[config.mk]
export PLATFORM = sky130hd
export DESIGN_NAME = bft_front_flat
export DESIGN_NICKNAME = d
export VERILOG_FILES = /design/src/bidirectional_flow_tracker_macros.svh /design/src/bft_pkg.sv /design/src/bft_if.sv /design/src/bft_front.sv /design/src/flat_wrapper.sv
export SDC_FILE = /design/constraint.sdc
export NUM_CORES = 1
export LEC_CHECK = 0
export BUFFER_PORTS_ARGS = -buffer_cell sky130_fd_sc_hd__buf_2
export CORE_AREA = 2 2 255 257
export DETAILED_ROUTE_END_ITERATION = 16
export DIE_AREA = 0 0 257 259
export PLACE_DENSITY = 0.64
export REMOVE_ABC_BUFFERS = 1
export SYNTH_ARGS = -nofsm -noshare
export SYNTH_HDL_FRONTEND = slang
export SYNTH_SLANG_ARGS = --single-unit
[constraint.sdc]
create_clock -name clk -period 19.1 [get_ports clk]
set_input_delay 2.865 -clock clk [delete_from_list [all_inputs] [get_ports clk]]
set_output_delay 2.865 -clock clk [all_outputs]
set_load 0.005 [all_outputs]
[src/bidirectional_flow_tracker_macros.svh]
// Assertion helpers for the stream tracker; they expect clk and arst_n in scope.
`ifndef BIDIRECTIONAL_FLOW_TRACKER_MACROS_SVH
`define BIDIRECTIONAL_FLOW_TRACKER_MACROS_SVH

// same-cycle implication
`define BFT_ASSERT_NOW(lbl, ante, cons, msg) \
	lbl: assert property (@(posedge clk) disable iff (!arst_n) (ante) |-> (cons)) \
		else $error(msg);

// next-cycle implication
`define BFT_ASSERT_NEXT(lbl, ante, cons, msg) \
	lbl: assert property (@(posedge clk) disable iff (!arst_n) (ante) |=> (cons)) \
		else $error(msg);

`endif

[src/bft_pkg.sv]
package bft_pkg;

	localparam int OUT_IDX_W = 10;

	typedef struct packed {
		logic        is_ipv6;
		logic [63:0] src_addr_hi;
		logic [63:0] src_addr_lo;
		logic [15:0] src_l4;
		logic [63:0] dst_addr_hi;
		logic [63:0] dst_addr_lo;
		logic [15:0] dst_l4;
		logic [31:0] flow_id;
	} key_t;

	localparam int KEY_W = $bits(key_t);

	// complete flag and reverse id
	typedef struct packed {
		logic        complete;
		logic [31:0] rev_id;
	} meta_t;

	localparam int META_W = $bits(meta_t);

	typedef enum logic [2:0] {
		OUT_EST       = 3'd0,
		OUT_PEND_FWD  = 3'd1,
		OUT_COMPLETED = 3'd2,
		OUT_CREATED   = 3'd3,
		OUT_FULL      = 3'd4
	} outcome_t;

	typedef struct packed {
		logic [OUT_IDX_W-1:0] stream_index;
		logic                 direction;
		outcome_t             outcome;
		logic                 is_complete;
	} res_t;

	typedef enum logic [1:0] {
		ST_IDLE,
		ST_SCAN,
		ST_DRAIN,
		ST_DECIDE
	} eng_state_t;

endpackage

[src/bft_if.sv]
interface bft_in_if;
	logic        valid;
	logic        ready;
	logic        is_ipv6;
	logic [63:0] src_addr_hi;
	logic [63:0] src_addr_lo;
	logic [15:0] src_l4;
	logic [63:0] dst_addr_hi;
	logic [63:0] dst_addr_lo;
	logic [15:0] dst_l4;
	logic [31:0] flow_id;

	modport source (output valid, is_ipv6, src_addr_hi, src_addr_lo, src_l4,
		dst_addr_hi, dst_addr_lo, dst_l4, flow_id, input ready);
	modport sink (input valid, is_ipv6, src_addr_hi, src_addr_lo, src_l4,
		dst_addr_hi, dst_addr_lo, dst_l4, flow_id, output ready);
endinterface


[src/bft_front.sv]
module bft_front (
	input  logic          clk,
	input  logic          arst_n,
	bft_in_if.sink        pkt,
	output logic          q_valid,
	output bft_pkg::key_t q_key,
	input  logic          q_pop
);
	import bft_pkg::*;

	key_t       slot_q [2];
	logic       wr_ptr_q;
	logic       rd_ptr_q;
	logic [1:0] cnt_q;
	key_t       key_in;
	logic       push;

	// IPv4 keeps only the low 32 address bits
	always_comb begin
		key_in.is_ipv6     = pkt.is_ipv6;
		key_in.src_addr_hi = pkt.is_ipv6 ? pkt.src_addr_hi : 64'd0;
		key_in.src_addr_lo = pkt.is_ipv6 ? pkt.src_addr_lo : {32'd0, pkt.src_addr_lo[31:0]};
		key_in.src_l4      = pkt.src_l4;
		key_in.dst_addr_hi = pkt.is_ipv6 ? pkt.dst_addr_hi : 64'd0;
		key_in.dst_addr_lo = pkt.is_ipv6 ? pkt.dst_addr_lo : {32'd0, pkt.dst_addr_lo[31:0]};
		key_in.dst_l4      = pkt.dst_l4;
		key_in.flow_id     = pkt.flow_id;
	end

	assign pkt.ready = (cnt_q != 2'd2);
	assign push      = pkt.valid && pkt.ready;
	assign q_valid   = (cnt_q != 2'd0);
	assign q_key     = slot_q[rd_ptr_q];

	always_ff @(posedge clk) begin
		if (push) begin
			slot_q[wr_ptr_q] <= key_in;
		end
	end

	always_ff @(posedge clk or negedge arst_n) begin
		if (!arst_n) begin
			wr_ptr_q <= 1'b0;
			rd_ptr_q <= 1'b0;
			cnt_q    <= 2'd0;
		end else begin
			if (push) begin
				wr_ptr_q <= ~wr_ptr_q;
			end
			if (q_pop) begin
				rd_ptr_q <= ~rd_ptr_q;
			end
			cnt_q <= cnt_q + 2'(push) - 2'(q_pop);
		end
	end

endmodule

[src/flat_wrapper.sv]
// flat-port wrapper written by rule: the top's interface ports become plain ports
module bft_front_flat import bft_pkg::*;
  (clk, arst_n, q_valid, q_key, q_pop, pkt_valid, pkt_is_ipv6, pkt_src_addr_hi, pkt_src_addr_lo, pkt_src_l4, pkt_dst_addr_hi, pkt_dst_addr_lo, pkt_dst_l4, pkt_flow_id, pkt_ready);
  bft_in_if pkt_i ();
  input  logic clk;
  input  logic arst_n;
  output logic q_valid;
  output bft_pkg::key_t q_key;
  input  logic q_pop;
  input wire logic [$bits(pkt_i.valid)-1:0] pkt_valid;
  input wire logic [$bits(pkt_i.is_ipv6)-1:0] pkt_is_ipv6;
  input wire logic [$bits(pkt_i.src_addr_hi)-1:0] pkt_src_addr_hi;
  input wire logic [$bits(pkt_i.src_addr_lo)-1:0] pkt_src_addr_lo;
  input wire logic [$bits(pkt_i.src_l4)-1:0] pkt_src_l4;
  input wire logic [$bits(pkt_i.dst_addr_hi)-1:0] pkt_dst_addr_hi;
  input wire logic [$bits(pkt_i.dst_addr_lo)-1:0] pkt_dst_addr_lo;
  input wire logic [$bits(pkt_i.dst_l4)-1:0] pkt_dst_l4;
  input wire logic [$bits(pkt_i.flow_id)-1:0] pkt_flow_id;
  output wire logic [$bits(pkt_i.ready)-1:0] pkt_ready;
  assign pkt_i.valid = pkt_valid;
  assign pkt_i.is_ipv6 = pkt_is_ipv6;
  assign pkt_i.src_addr_hi = pkt_src_addr_hi;
  assign pkt_i.src_addr_lo = pkt_src_addr_lo;
  assign pkt_i.src_l4 = pkt_src_l4;
  assign pkt_i.dst_addr_hi = pkt_dst_addr_hi;
  assign pkt_i.dst_addr_lo = pkt_dst_addr_lo;
  assign pkt_i.dst_l4 = pkt_dst_l4;
  assign pkt_i.flow_id = pkt_flow_id;
  assign pkt_ready = pkt_i.ready;
  bft_front u_core (.clk(clk), .arst_n(arst_n), .pkt(pkt_i), .q_valid(q_valid), .q_key(q_key), .q_pop(q_pop));
endmodule
; ---- Yosys cells after proc, flatten, opt, wreduce, memory -nomap -nowiden
; Memory sizes are Yosys's and may differ from the RTL's.
; Cells that the tools add are included.
[word_totals]
regBits = 4
ramBits = 642
inputBits = 325
out_inout_bits = 323
wordCells = 17
n_memories = 1
[mem_list]
columns = name, words, word_bits, rd, rd_ports_with_merged_regs, write_ports, line
row1 = u_core.slot_q, 2, 321, 1, 0, 1, bft_front.sv:11  ; key_t slot_q [2];
[op_classes]
addsub = 2
eq_ne = 1
n_mux = 6
n_bitwise = 2
n_reduce_logical = 2
[op_table]
columns = cell, count
row1 = 64-bit 2-to-1 mux, 4
row2 = 2-bit by 1-bit adder with 2-bit output, 1
row3 = 1-bit 2-to-1 mux, 2
row4 = 2-bit != test (second input constant), 1
row5 = 1-bit NOT, 2
row6 = 2-bit nonzero test, 1
row7 = 2-bit by 1-bit subtractor with 2-bit output, 1
row8 = 1-bit logical AND, 1

; ---- Logic depth before layout (Yosys ltp)
[logic_depth]
depth_word = 4
mapped_depth = 5
ltp_nobuf = 5

; ---- Worst setup path after synthesis
; No wires, ideal clock.
[synth_path]
kind = input -> register
start = input pkt_valid
end = memory u_core.slot_q[0][0] in the netlist's numbering, enable pin
setup_ns = 1.010
t_arrival_ns = 16.255
t_required_ns = 18.090
setup_slack_ns = 1.834
cell_stages = 2
n_path_buf = 0
cell_sequence = nand2_1 nor2_1
[synth_via]
elab_chain_cells = 3
[synth_lines]
columns = element, line
row1 = from (decl), flat_wrapper.sv:10  ; input wire logic [$bits(pkt_i.valid)-1:0] pkt_valid;
row2 = 1-bit logical AND, bft_front.sv:31  ; assign push = pkt.valid && pkt.ready;
row3 = 1-bit 2-to-1 mux, bft_front.sv:36  ; if (push) begin
row4 = 1-bit 2-to-1 mux (not written as such), bft_front.sv:37  ; slot_q[wr_ptr_q] <= key_in;
row5 = to (decl), bft_front.sv:11
; Every way passes these cells.

==> results.tsv <==
metric	value	unit
die height	259	um
Routed wire per std cell	19.9	um
Vias	13100	
post-cts hold buffer count	0	
clock power share	0.276	
RSZ-0062 raised after global routing	no	
Avg Vias per Cell	4.66	
total grt overflow	0	
Total GRT Usage	0.161	
Post-CTS Setup Inserts	0	
final net count	2228	
setup TNS	0	ns
CP endpoint kind	output port	
Sw Ratio	0.277	
worst reg2reg path depth	4	
Gate power share	0.277	
synthesis-stage register bit count	646	
Hold Path Class	reg -> reg	
Hold WS	0.552	ns
status	finished clean	
Syn Inst Count	1230	
Worst VDD drop	150	uV
Pwr per Cell Area	146	nW/um2
CTS buffer count	68	
site row count	93	
largest net degree at the start of global routing	157	
register area share after synthesis	0.778	
final worst-path cycle share	0.309	
Crit. Startpoint	u_core.rd_ptr_q$_DFFE_PN0P_	
fmax	169	MHz
CTS clock-pin slew for the worst setup and hold paths	0.06	ns
Setup CP Type	reg -> out	
CTS resizes	0	
drt pass-1 iters	4	
CP Max Fanout	156	
Core Region	63900	um2
Total Wirelength	56.0	mm
initial core utilization	0.390	
clk_lat worst skew	0.58	ns
CTS tree	built	
Worst-Margin Slew	1.28	ns
GPL Wtd Cong	0.835	
dpl cell area	28900	um2
Die ar.	66600	um2
most frequent cells in the layout	646 x buf_2, 642 x edfxtp_1, 273 x mux2_2, 192 x and2_1, 70 x clkbuf_16	
internal power	0.00329	W
IO Pins	648	
H-tree levels	3	
Syn. warnings	0	
drt drc	0	
Worst setup SP type	flip-flop	
final setup vio count	0	
Layout Skew	0.0204	ns
Min Clock Period, post-route	5.90	ns
most common cell after layout, fill and taps aside	buf_2	
Mapped Avg Cell Area	20.2	um2
dpl hpwl	37.2	mm
CTS Buffer Depth	3	
Final ANT Viol Nets	0	
mapped cell area	24900	um2
Port Buf Inserts	647	
reg2reg end	u_core.slot_q[1][207]$_DFFE_PP_	
Netlist cell types	20	
P_leak	11.8	nW
Net Sw Power	0.00126	W
fin. max-slew vios	0	
normalized max-slew margin	0.145	
Final Hold Vio Count	0	
CTS Root Cell	clkbuf_16	
reg-to-reg startpoint	u_core.cnt_q[0]$_DFF_PN0_	
clock sinks	646	
Req. time, crit path	16.23	ns
internal reg-to-reg setup slack	15.39	ns
share of layout cells above drive strength 1	0.548	
area grow syn2layout	24.7	%
number of global-route vias before repair	13700	
fin area	31100	um2
maxcap violations	0	
critical path endpoint	q_key[255]	
first-pass GRT wire length	81.5	mm
Initial DRC Count	773	
critical path arrival	3.04	ns
DIE WIDTH	257	um
initial antenna violation count	13	
sequential power share	0.448	
[kinds of logic (layout without fill, tap and decap cells)]
kind of cell               Yosys count  in the layout  synth area share
DFF                                646            646             0.778
buffers and inverters               58            784            0.0183
and+or+nand+nor                    199            199            0.0497
muxes                              322            322             0.152
xor gates and xnor gates             4              4           0.00141
other                                0              9                 0
adders and majority gates            1              1          0.000503
[metal layers]
layer  up-vias  share of wire  global-route usage
met5         -        0.00096                   0
met4         8          0.030              0.0591
met3       113          0.085              0.0593
met2       468           0.51               0.277
met1      6457           0.38               0.183
li1       6088              -                   -
[cell type report]
| cell class | instances | area [um2] |
|---|---|---|
| tap | 855 | 1070 |
| antenna | 9 | 22.5 |
| fill | 5396 | 32800 |
| sequential | 646 | 19400 |
| inverter | 1 | 3.75 |
| clock inverter | 37 | 290 |
| multi-input combinational | 526 | 5070 |
| clock buffer | 87 | 1860 |
| timing repair buffer | 659 | 3360 |
[critical path: stages (launching register included)]
cell and delay [ns]:
dfrtp_4 0.86, buf_12 0.53, mux2_2 0.44, buf_2 0.14
[through the flow]
step	total power, W	cells	worst slack [ns]	utilization
6_report	0.00455	2820	13.20	0.486
4_1_cts	0.00462	2811	13.14	0.486
2_1_floorplan	0.00309	1173	1.83	-
3_5_place_dp	0.00334	2687	12.98	0.452
3_3_place_gp	0.00332	2687	12.98	0.452
5_1_grt	0.00477	2817	13.06	0.486
[how the worst min path moves through the flow]
stage                                      from                          end  depth (start not counted)
floorplan           u_core.wr_ptr_q$_DFFE_PN0P_  u_core.wr_ptr_q$_DFFE_PN0P_                          1
global placement    u_core.wr_ptr_q$_DFFE_PN0P_  u_core.wr_ptr_q$_DFFE_PN0P_                          1
detailed placement  u_core.wr_ptr_q$_DFFE_PN0P_  u_core.wr_ptr_q$_DFFE_PN0P_                          1
CTS                 u_core.wr_ptr_q$_DFFE_PN0P_  u_core.wr_ptr_q$_DFFE_PN0P_                          1
global route        u_core.wr_ptr_q$_DFFE_PN0P_  u_core.wr_ptr_q$_DFFE_PN0P_                          1
finish              u_core.wr_ptr_q$_DFFE_PN0P_  u_core.wr_ptr_q$_DFFE_PN0P_                          1
[synth_stat cells]
cell type / count / share of area
edfxtp_1: 642 / 0.77
inv_1: 1 / 0.00015
dfrtp_1: 4 / 0.0040
and2_1: 192 / 0.048
buf_6: 31 / 0.014
mux2_2: 273 / 0.12
nor2_1: 1 / 0.00015
clkbuf_1: 21 / 0.0032
buf_2: 5 / 0.0010
mux2i_1: 1 / 0.00040
nand2_1: 2 / 0.00030
and3_1: 1 / 0.00025
or2_2: 1 / 0.00025
mux2_4: 40 / 0.024
xnor2_1: 2 / 0.00070
nor2b_1: 1 / 0.00025
mux2_1: 8 / 0.0036
nand2b_1: 1 / 0.00025
ha_1: 1 / 0.00050
xor2_1: 2 / 0.00070
[power groups by stage]
stage,Clock [W],Combinational (W),Sequential [W]
3_5_place_dp,0,0.00128,0.00207
6_report,0.00125,0.00126,0.00203
3_3_place_gp,0,0.00127,0.00205
4_1_cts,0.00129,0.00128,0.00204
2_1_floorplan,0,0.000820,0.00228
5_1_grt,0.00134,0.00136,0.00207
[flip-flops by register name (all words and copies together) (netlist names)]
register	cells
u_core.cnt_q	2
u_core.rd_ptr_q	1
u_core.slot_q	642
u_core.wr_ptr_q	1
(Power assumes the default switching activity.)
